[src/hw/rtl/htfd_pkg.sv]
// htfd_pkg: shared types, constants and the crc-8 step of the frame decoder
// no dependencies; used by every module of the frame decoder by scoped names

package htfd_pkg;

  // frame layout
  localparam int FRAME_BYTES = 6;

  // crc-8, polynomial 0x31, init 0xff, no reflection, no final xor
  localparam logic [7:0] CRC_POLY = 8'h31;
  localparam logic [7:0] CRC_INIT = 8'hFF;

  // scale factors: temperature 17500/65535 minus 4500, humidity 10000/65535
  localparam logic [14:0] TEMP_SCALE  = 15'd17500;
  localparam logic [14:0] TEMP_OFFSET = 15'd4500;
  localparam logic [13:0] HUM_SCALE   = 14'd10000;

  // configuration register indexes
  localparam logic CFG_TEMP_LOW  = 1'b0;
  localparam logic CFG_TEMP_HIGH = 1'b1;

  // configuration reset values
  localparam logic [15:0] TEMP_LOW_RESET  = 16'd9363;
  localparam logic [15:0] TEMP_HIGH_RESET = 16'd63662;

  // result status codes
  localparam logic [1:0] STATUS_OK    = 2'd0;
  localparam logic [1:0] STATUS_CRC   = 2'd1;
  localparam logic [1:0] STATUS_RANGE = 2'd2;

  // frame queue between front and back
  localparam int QUEUE_DEPTH = 4;
  localparam int QUEUE_AW    = $clog2(QUEUE_DEPTH);

  // byte position within a frame
  typedef logic [2:0] byte_pos_t;

  localparam byte_pos_t POS_TEMP_HI = 3'd0;
  localparam byte_pos_t POS_TEMP_LO = 3'd1;
  localparam byte_pos_t POS_TEMP_CRC = 3'd2;
  localparam byte_pos_t POS_HUM_HI  = 3'd3;
  localparam byte_pos_t POS_HUM_LO  = 3'd4;
  localparam byte_pos_t POS_HUM_CRC = 3'd5;

  // one decoded frame, as handed from front to back
  typedef struct packed {
    logic [15:0] temp_code;
    logic [15:0] hum_code;
    logic [1:0]  status;
  } frame_t;

  // queue handshake seen by the consumer
  typedef struct packed {
    logic   valid;
    frame_t frame;
  } queue_out_t;

  // one crc-8 byte update, eight bit steps
  function automatic logic [7:0] crc8_byte(input logic [7:0] crc, input logic [7:0] b);
    logic [7:0] c;
    c = crc ^ b;
    for (int k = 0; k < 8; k++) begin
      if (c[7]) begin
        c = {c[6:0], 1'b0} ^ CRC_POLY;
      end else begin
        c = {c[6:0], 1'b0};
      end
    end
    return c;
  endfunction

endpackage

[src/hw/rtl/humidity_temperature_frame_decoder_core.sv]
// humidity_temperature_frame_decoder_core: top level of the sensor frame decoder
// depends on htfd_pkg, htfd_front, htfd_queue and htfd_back
//
//   channel  direction  handshake             payload
//   in       request in in_valid / in_stall   data_byte, frame_start
//   out      request out out_valid / out_stall temperature_centi, humidity_centi, status
//   cfg      write       cfg_write             cfg_index, cfg_data
//
// one byte request is taken per cycle while in_stall is low; after the sixth byte
// of a frame a result passes the queue, multiply, divide-by-65535 add, output register.
// reset is synchronous and clears the frame position, crc, queue and pipeline.
// the four-entry frame queue lets bytes keep flowing while out_stall holds
// results; in_stall rises only when that queue is full.

module humidity_temperature_frame_decoder_core (
  input  logic               clk,
  input  logic               rst,
  input  logic               in_valid,
  output logic               in_stall,
  input  logic [7:0]         data_byte,
  input  logic               frame_start,
  output logic               out_valid,
  input  logic               out_stall,
  output logic signed [14:0] temperature_centi,
  output logic [13:0]        humidity_centi,
  output logic [1:0]         status,
  input  logic               cfg_write,
  input  logic               cfg_index,
  input  logic [15:0]        cfg_data
);

  logic                 queue_full;
  logic                 push;
  htfd_pkg::frame_t     push_frame;
  logic                 pop;
  htfd_pkg::queue_out_t head;

  assign in_stall = queue_full;

  // front: byte intake and crc
  htfd_front u_front (
    .clk         (clk),
    .rst         (rst),
    .in_valid    (in_valid),
    .data_byte   (data_byte),
    .frame_start (frame_start),
    .queue_full  (queue_full),
    .cfg_write   (cfg_write),
    .cfg_index   (cfg_index),
    .cfg_data    (cfg_data),
    .push        (push),
    .push_frame  (push_frame)
  );

  // frame queue
  htfd_queue u_queue (
    .clk        (clk),
    .rst        (rst),
    .push       (push),
    .push_frame (push_frame),
    .full       (queue_full),
    .pop        (pop),
    .head       (head)
  );

  // back: scaling and result register
  htfd_back u_back (
    .clk               (clk),
    .rst               (rst),
    .head              (head),
    .pop               (pop),
    .out_valid         (out_valid),
    .out_stall         (out_stall),
    .temperature_centi (temperature_centi),
    .humidity_centi    (humidity_centi),
    .status            (status)
  );

endmodule

[src/hw/rtl/htfd_front.sv]
// htfd_front: byte intake, crc checking, frame assembly and range check
// depends on htfd_pkg; pushes one frame_t per complete frame into the queue

module htfd_front (
  input  logic             clk,
  input  logic             rst,
  input  logic             in_valid,
  input  logic [7:0]       data_byte,
  input  logic             frame_start,
  input  logic             queue_full,
  input  logic             cfg_write,
  input  logic             cfg_index,
  input  logic [15:0]      cfg_data,
  output logic             push,
  output htfd_pkg::frame_t push_frame
);

  logic [15:0]         temp_low;
  logic [15:0]         temp_high;
  htfd_pkg::byte_pos_t pos;
  htfd_pkg::byte_pos_t pos_next;
  logic [7:0]          crc;
  logic [7:0]          crc_next;
  logic                failed;
  logic                failed_next;
  logic [15:0]         temp_code;
  logic [15:0]         temp_code_next;
  logic [7:0]          hum_hi;
  logic [7:0]          hum_hi_next;

  logic                accept;
  logic                restart;
  htfd_pkg::byte_pos_t pos_eff;
  logic [7:0]          crc_eff;
  logic                failed_eff;
  logic [7:0]          crc_upd;
  logic                crc_bad;
  logic                fail_final;
  logic                range_bad;

  assign accept = in_valid && !queue_full;

  // configuration registers
  always_ff @(posedge clk) begin
    if (rst) begin
      temp_low  <= htfd_pkg::TEMP_LOW_RESET;
      temp_high <= htfd_pkg::TEMP_HIGH_RESET;
    end else if (cfg_write) begin
      if (cfg_index == htfd_pkg::CFG_TEMP_LOW) begin
        temp_low <= cfg_data;
      end else begin
        temp_high <= cfg_data;
      end
    end
  end

  // frame restart on start flag or past the last byte
  assign restart    = frame_start || (pos > htfd_pkg::POS_HUM_CRC);
  assign pos_eff    = restart ? htfd_pkg::POS_TEMP_HI : pos;
  assign crc_eff    = restart ? htfd_pkg::CRC_INIT : crc;
  assign failed_eff = restart ? 1'b0 : failed;
  assign crc_upd    = htfd_pkg::crc8_byte(crc_eff, data_byte);
  assign crc_bad    = (crc_eff != data_byte);

  // byte position decode
  always_comb begin
    pos_next       = pos;
    crc_next       = crc;
    failed_next    = failed;
    temp_code_next = temp_code;
    hum_hi_next    = hum_hi;
    push           = 1'b0;
    fail_final     = failed_eff;
    if (accept) begin
      pos_next    = pos_eff + 3'd1;
      crc_next    = crc_upd;
      failed_next = failed_eff;
      case (pos_eff)
        htfd_pkg::POS_TEMP_HI: begin
          temp_code_next = {data_byte, 8'h00};
        end
        htfd_pkg::POS_TEMP_LO: begin
          temp_code_next = {temp_code[15:8], data_byte};
        end
        htfd_pkg::POS_TEMP_CRC: begin
          failed_next = failed_eff || crc_bad;
          crc_next    = htfd_pkg::CRC_INIT;
        end
        htfd_pkg::POS_HUM_HI: begin
          hum_hi_next = data_byte;
        end
        htfd_pkg::POS_HUM_LO: begin
        end
        default: begin
          // last byte closes the frame
          fail_final  = failed_eff || crc_bad;
          push        = 1'b1;
          pos_next    = htfd_pkg::POS_TEMP_HI;
          crc_next    = htfd_pkg::CRC_INIT;
          failed_next = 1'b0;
        end
      endcase
    end
  end

  // humidity low byte is taken on the fly at the last-but-one position
  logic [7:0] hum_lo;
  always_ff @(posedge clk) begin
    if (accept && (pos_eff == htfd_pkg::POS_HUM_LO)) begin
      hum_lo <= data_byte;
    end
  end

  // control and payload registers
  always_ff @(posedge clk) begin
    if (rst) begin
      pos       <= htfd_pkg::POS_TEMP_HI;
      crc       <= htfd_pkg::CRC_INIT;
      failed    <= 1'b0;
      temp_code <= '0;
      hum_hi    <= '0;
    end else begin
      pos       <= pos_next;
      crc       <= crc_next;
      failed    <= failed_next;
      temp_code <= temp_code_next;
      hum_hi    <= hum_hi_next;
    end
  end

  // status with crc failure ahead of range
  assign range_bad = (temp_code < temp_low) || (temp_code > temp_high);

  always_comb begin
    push_frame.temp_code = temp_code;
    push_frame.hum_code  = {hum_hi, hum_lo};
    if (fail_final) begin
      push_frame.status = htfd_pkg::STATUS_CRC;
    end else if (range_bad) begin
      push_frame.status = htfd_pkg::STATUS_RANGE;
    end else begin
      push_frame.status = htfd_pkg::STATUS_OK;
    end
  end

endmodule

[src/hw/rtl/htfd_queue.sv]
// htfd_queue: short frame queue between the front and the back
// depends on htfd_pkg for frame_t and the queue depth

module htfd_queue (
  input  logic                 clk,
  input  logic                 rst,
  input  logic                 push,
  input  htfd_pkg::frame_t     push_frame,
  output logic                 full,
  input  logic                 pop,
  output htfd_pkg::queue_out_t head
);

  htfd_pkg::frame_t                mem [htfd_pkg::QUEUE_DEPTH];
  logic [htfd_pkg::QUEUE_AW-1:0]   wr_ptr;
  logic [htfd_pkg::QUEUE_AW-1:0]   rd_ptr;
  logic [htfd_pkg::QUEUE_AW:0]     count;
  logic                            do_push;
  logic                            do_pop;

  assign full    = (count == (htfd_pkg::QUEUE_AW + 1)'(htfd_pkg::QUEUE_DEPTH));
  assign do_push = push && !full;
  assign do_pop  = pop && (count != '0);

  // storage
  always_ff @(posedge clk) begin
    if (do_push) begin
      mem[wr_ptr] <= push_frame;
    end
  end

  // pointers and fill count
  always_ff @(posedge clk) begin
    if (rst) begin
      wr_ptr <= '0;
      rd_ptr <= '0;
      count  <= '0;
    end else begin
      if (do_push) begin
        wr_ptr <= wr_ptr + 1'b1;
      end
      if (do_pop) begin
        rd_ptr <= rd_ptr + 1'b1;
      end
      case ({do_push, do_pop})
        2'b10:   count <= count + 1'b1;
        2'b01:   count <= count - 1'b1;
        default: count <= count;
      endcase
    end
  end

  assign head.valid = (count != '0);
  assign head.frame = mem[rd_ptr];

endmodule

[src/hw/rtl/htfd_back.sv]
// htfd_back: scaling pipeline from raw codes to centi units, output register
// depends on htfd_pkg; pulls frames from htfd_queue, drives the result channel

module htfd_back (
  input  logic                 clk,
  input  logic                 rst,
  input  htfd_pkg::queue_out_t head,
  output logic                 pop,
  output logic                 out_valid,
  input  logic                 out_stall,
  output logic signed [14:0]   temperature_centi,
  output logic [13:0]          humidity_centi,
  output logic [1:0]           status
);

  // stage 1: products
  logic        v1;
  logic [30:0] t_prod;
  logic [29:0] h_prod;
  logic [1:0]  st1;
  // stage 2: divide by 65535 as add of the high half plus one
  logic        v2;
  logic [30:0] t_sum;
  logic [29:0] h_sum;
  logic [1:0]  st2;

  logic out_free;
  logic s2_free;
  logic s1_free;
  logic [14:0] t_quot;

  // ready chain from the output back to the queue
  assign out_free = !out_valid || !out_stall;
  assign s2_free  = !v2 || out_free;
  assign s1_free  = !v1 || s2_free;
  assign pop      = head.valid && s1_free;

  // stage valid bits
  always_ff @(posedge clk) begin
    if (rst) begin
      v1        <= 1'b0;
      v2        <= 1'b0;
      out_valid <= 1'b0;
    end else begin
      if (s1_free) begin
        v1 <= head.valid;
      end
      if (s2_free) begin
        v2 <= v1;
      end
      if (out_free) begin
        out_valid <= v2;
      end
    end
  end

  // constant multiplies
  always_ff @(posedge clk) begin
    if (s1_free) begin
      t_prod <= 31'(head.frame.temp_code) * 31'(htfd_pkg::TEMP_SCALE);
      h_prod <= 30'(head.frame.hum_code) * 30'(htfd_pkg::HUM_SCALE);
      st1    <= head.frame.status;
    end
  end

  // floor(x/65535) = (x + (x >> 16) + 1) >> 16 for x below 65535*65536
  always_ff @(posedge clk) begin
    if (s2_free) begin
      t_sum <= t_prod + (t_prod >> 16) + 31'd1;
      h_sum <= h_prod + (h_prod >> 16) + 30'd1;
      st2   <= st1;
    end
  end

  assign t_quot = t_sum[30:16];

  // output register
  always_ff @(posedge clk) begin
    if (out_free) begin
      temperature_centi <= signed'(t_quot - htfd_pkg::TEMP_OFFSET);
      humidity_centi    <= h_sum[29:16];
      status            <= st2;
    end
  end

endmodule

[config.mk]
export PLATFORM = sky130hd
export DESIGN_NAME = humidity_temperature_frame_decoder_core
export DESIGN_NICKNAME = d
export VERILOG_FILES = /design/src/hw/rtl/htfd_pkg.sv /design/src/hw/rtl/humidity_temperature_frame_decoder_core.sv /design/src/hw/rtl/htfd_front.sv /design/src/hw/rtl/htfd_queue.sv /design/src/hw/rtl/htfd_back.sv
export SDC_FILE = /design/constraint.sdc
export NUM_CORES = 1
export LEC_CHECK = 0
export ABC_CLOCK_PERIOD_IN_PS = 15400
export BUFFER_PORTS_ARGS = -buffer_cell sky130_fd_sc_hd__buf_2
export CAP_MARGIN = 5
export CELL_PAD_IN_SITES_DETAIL_PLACEMENT = 2
export CELL_PAD_IN_SITES_GLOBAL_PLACEMENT = 2
export CORE_ASPECT_RATIO = 2
export CORE_MARGIN = 5
export CORE_UTILIZATION = 45
export DETAILED_ROUTE_END_ITERATION = 10
export GPL_ROUTABILITY_DRIVEN = 0
export PLACE_DENSITY = 0.79
export REMOVE_ABC_BUFFERS = 1
export SYNTH_ARGS = -nofsm -noshare
export SYNTH_HDL_FRONTEND = slang
export SYNTH_SLANG_ARGS = --single-unit
[constraint.sdc]
create_clock -name clk -period 15.4 [get_ports clk]
set_input_delay 0 -clock clk [delete_from_list [all_inputs] [get_ports clk]]
set_output_delay 0 -clock clk [all_outputs]
set_load 0.01 [all_outputs]
==> impl_metrics.csv <==
group,metric,value,unit
cts,cts_tree,"done",
cts,cts.sinks,343,
placed_design,place_area,21400,sq um
cts,clk_pin_slew,0.07,ns
global_routing,grt_max_degree,81,
drt,wl_per_cell,23.6,microns
cells_and_area,postLayoutCoreUtil,50.5,%
placed_design,dp_hpwl,43200,microns
die,die_h,312,microns
cells_and_area,fin_nets,2138,
critical_path,critPathKind,"reg2reg",
die,ios,64,
sta,finalCriticalPeriod,6.24,ns
worst_hold_path,hold_class,"in2reg",
synthesis,yosysSeqAreaShare,46.4,%
critical_path,end_kind,"flip-flop",
synthesis,synth-edff-count,263,
cts,cts-root-buf,"clkbuf_16",
cells_and_area,syn2layout_area_growth,10.9,%
drt,initialDrtViolationCount,486,
critical_path,required,15.73,ns
synthesis,yosysWarnings,0,
drt,routed_wl,56000,microns
flow_run,drv_cap,0,
synthesis,synthDistinctLibCells,83,
sta,hold_violations,0,
global_routing,antenna_found_initial,0,
global_routing,overflow,0,
synthesis,synth-main-ff-cell,"edfxtp_1",
sta,fin_ws,9.16,ns
sta,skew,0.0212,ns
critical_path,worstSetupStartpointType,"flip-flop",
drt,avgViaCountPerCell,5.58,
cts,clk_latency,0.60,ns
drt,drcViolationCount,0,
die,design.core.area,45000,sq um
cts,cts_buffers,31,
sta,fin_crit_sh,40.5,%
cts,post_cts_buffers,0,
drt,ant_nets,0,
synthesis,ys_seq_elements,343,
sta,max_clock_freq,160,MHz
die,dieArea,50100,sq um
placed_design,io_buffers,63,
synthesis,async_reset_ff_share,0,%
sta,rsz0062_at_grt,"no",
critical_path,crit_fanout,34,
global_routing,grt_usage,22.5,%
global_routing,grt_pass1_vias,15820,
sta,setup_tns,0,ns
synthesis,synth_cells,1698,
sta,slew_violations,0,
die,start_util,45.5,%
drt,dr.pass1.iters,6,
global_routing,grt_pass1_wl,88300,microns
cells_and_area,drive_above_1_share,10.4,%
cts,htree_num_levels,1,
cells_and_area,nFillCells,4357,
sta,relSlewSlack,41.1,%
critical_path,worstPathArrival,6.57,ns
cells_and_area,n_antenna_cell,0,
sta,tightest_slew,0.884,ns
cells_and_area,finalInstanceArea,22700,sq um
synthesis,syn_area,20500,sq um
drt,vias,13279,
cts,cts-resized-gates,0,
placed_design,post-place-ws,9.12,ns
synthesis,syn_area_per_cell,12.1,sq um
run_status,status,"finished clean",
sta,setup_viol,0,
cts,clk_path_buf_depth,3,
die,rows,110,
die,die_w,161,microns
worst max-delay path, cell delays in order (launching register included):
cell and delay [ns]:
dfxtp_2 0.32, buf_4 0.55, mux4_2 0.71, ha_1 0.33, inv_1 0.05, fa_1 0.51, inv_1 0.06, ha_1 0.33
fa_1 0.49, inv_1 0.05, fa_1 0.53, inv_1 0.04, ha_1 0.42, a21oi_1 0.14, o21a_1 0.21, o221a_2 0.26
a21boi_2 0.26, a221oi_4 0.14, and4b_1 0.20, or3_1 0.35
layout by cell type (no fill, tap or decap), types with 11 or more instances in the layout:
cell type      netlist  routed
o21ai_0             24      24
nand2_1            112     111
inv_1              242     242
a21o_1              31      31
nand3_1             24      24
a21oi_1             78      78
nor2_1              82      82
mux2i_1             11      11
a31oi_1             14      14
edfxtp_1           263     263
dlygate4sd3_1        0      30
buf_4                1      12
nand4_1             15      15
clkbuf_16            0      31
buf_2                7      63
fa_1                81      81
dfxtp_1             80      79
nor2b_1             17      17
mux4_2              34      34
xor2_1              42      42
and3_1              20      20
xnor2_1             62      62
o21a_1              14      14
nand2b_1            15      15
ha_1               233     233
nand3b_1            16      16
metal layers:
| layer | up-vias | global-route usage [%] | routed length [microns] |
|---|---|---|---|
| met3 | 121 | 1.92 | 1100 |
| li1 | 6178 | - | - |
| met2 | 214 | 47.2 | 33300 |
| met1 | 6766 | 21.1 | 18600 |
| met5 | - | 0 | 0 |
| met4 | 0 | 10.4 | 3040 |
flip-flops by register name, summed over array words and instances (netlist names), 3 cells and up, named ones only:
register,count
u_back.h_prod,26
u_front.hum_hi,8
u_queue.mem,136
u_front.pos,3
u_front.temp_high,16
u_front.temp_low,16
u_front.crc,8
u_queue.count,3
u_front.hum_lo,8
u_back.temperature_centi,15
u_back.t_prod,29
u_front.temp_code,16
u_back.h_sum,14
u_back.humidity_centi,14
u_back.t_sum,15
what timing repair did:
item,in CTS,in global routing
hold buffers,30,0
hold endpoints to repair,66,0
endpoints found under the setup margin,0,0
kinds of logic after synthesis:
family	after synthesis	share of synthesized area, %
and+or+nand+nor	355	8.79
muxes	48	4.44
DFF	343	46.4
AOI/OAI and AO/OA	248	8.27
buffers and inverters	285	5.41
xor gates and xnor gates	105	4.53
adders and majority gates	314	22.2
final cells by class:
| type | instances | area [sq um] | area share (%) |
|---|---|---|---|
| Multi-Input combinational cell | 1070 | 9870 | 43.5 |
| Timing Repair Buffer | 105 | 706 | 3.11 |
| Clock inverter | 16 | 174 | 0.766 |
| Sequential cell | 343 | 9500 | 41.8 |
| Inverter | 242 | 908 | 4.00 |
| Clock buffer | 42 | 847 | 3.73 |
| Tap cell | 560 | 701 | 3.09 |
synth_stat cells (4+ instances only):
cell | count | area share [%]
o21ai_0 | 24 | 0.59
o21ai_1 | 9 | 0.22
clkbuf_1 | 28 | 0.51
a2111oi_0 | 7 | 0.30
inv_1 | 242 | 4.4
o21a_1 | 14 | 0.51
nor4b_1 | 4 | 0.17
o22ai_1 | 8 | 0.24
nor3_1 | 8 | 0.20
and2_1 | 7 | 0.21
a22oi_1 | 9 | 0.33
mux4_2 | 34 | 3.7
xnor2_1 | 62 | 2.7
fa_1 | 81 | 7.9
a211oi_1 | 6 | 0.22
nand2b_1 | 15 | 0.46
edfxtp_1 | 263 | 39
and3_1 | 20 | 0.61
nor3b_1 | 4 | 0.15
nor2b_1 | 17 | 0.52
nand2_1 | 112 | 2.1
xor2_1 | 42 | 1.8
a211o_1 | 8 | 0.34
a31oi_1 | 14 | 0.43
mux2i_1 | 11 | 0.54
buf_2 | 7 | 0.17
nand3_1 | 24 | 0.59
or3_1 | 5 | 0.15
nand3b_1 | 16 | 0.59
ha_1 | 233 | 14
and4_1 | 4 | 0.17
nor4_1 | 4 | 0.12
dfxtp_1 | 80 | 7.8
nor2_1 | 82 | 1.5
nand4_1 | 15 | 0.46
o21bai_1 | 4 | 0.15
a21oi_1 | 78 | 1.9
a21o_1 | 31 | 1.1
path summary, 6_finish.rpt:
kind	slack (ns)	from	end	cells past startpoint
max	9.16	flip-flop	u_back.t_prod[29]	19
min	0.03	cfg_write	u_front.temp_low[5]	5
max reg2reg	9.16	flip-flop	u_back.t_prod[29]	19
min reg2reg	0.42	u_back.h_sum[16]	u_back.humidity_centi[0]	0
through the flow:
stage | std cells | hold WS, ns
after floorplan | 1655 | 0.0691
after global placement | 2290 | 0.217
after detailed placement | 2290 | 0.226
after CTS | 2378 | 0.00907
after global routing | 2378 | 0.0576
final | 2378 | 0.0343
Power is left out: the tool's default activity adds up to more than one toggle a clock period on the data nets, which glitch-free logic cannot reach.
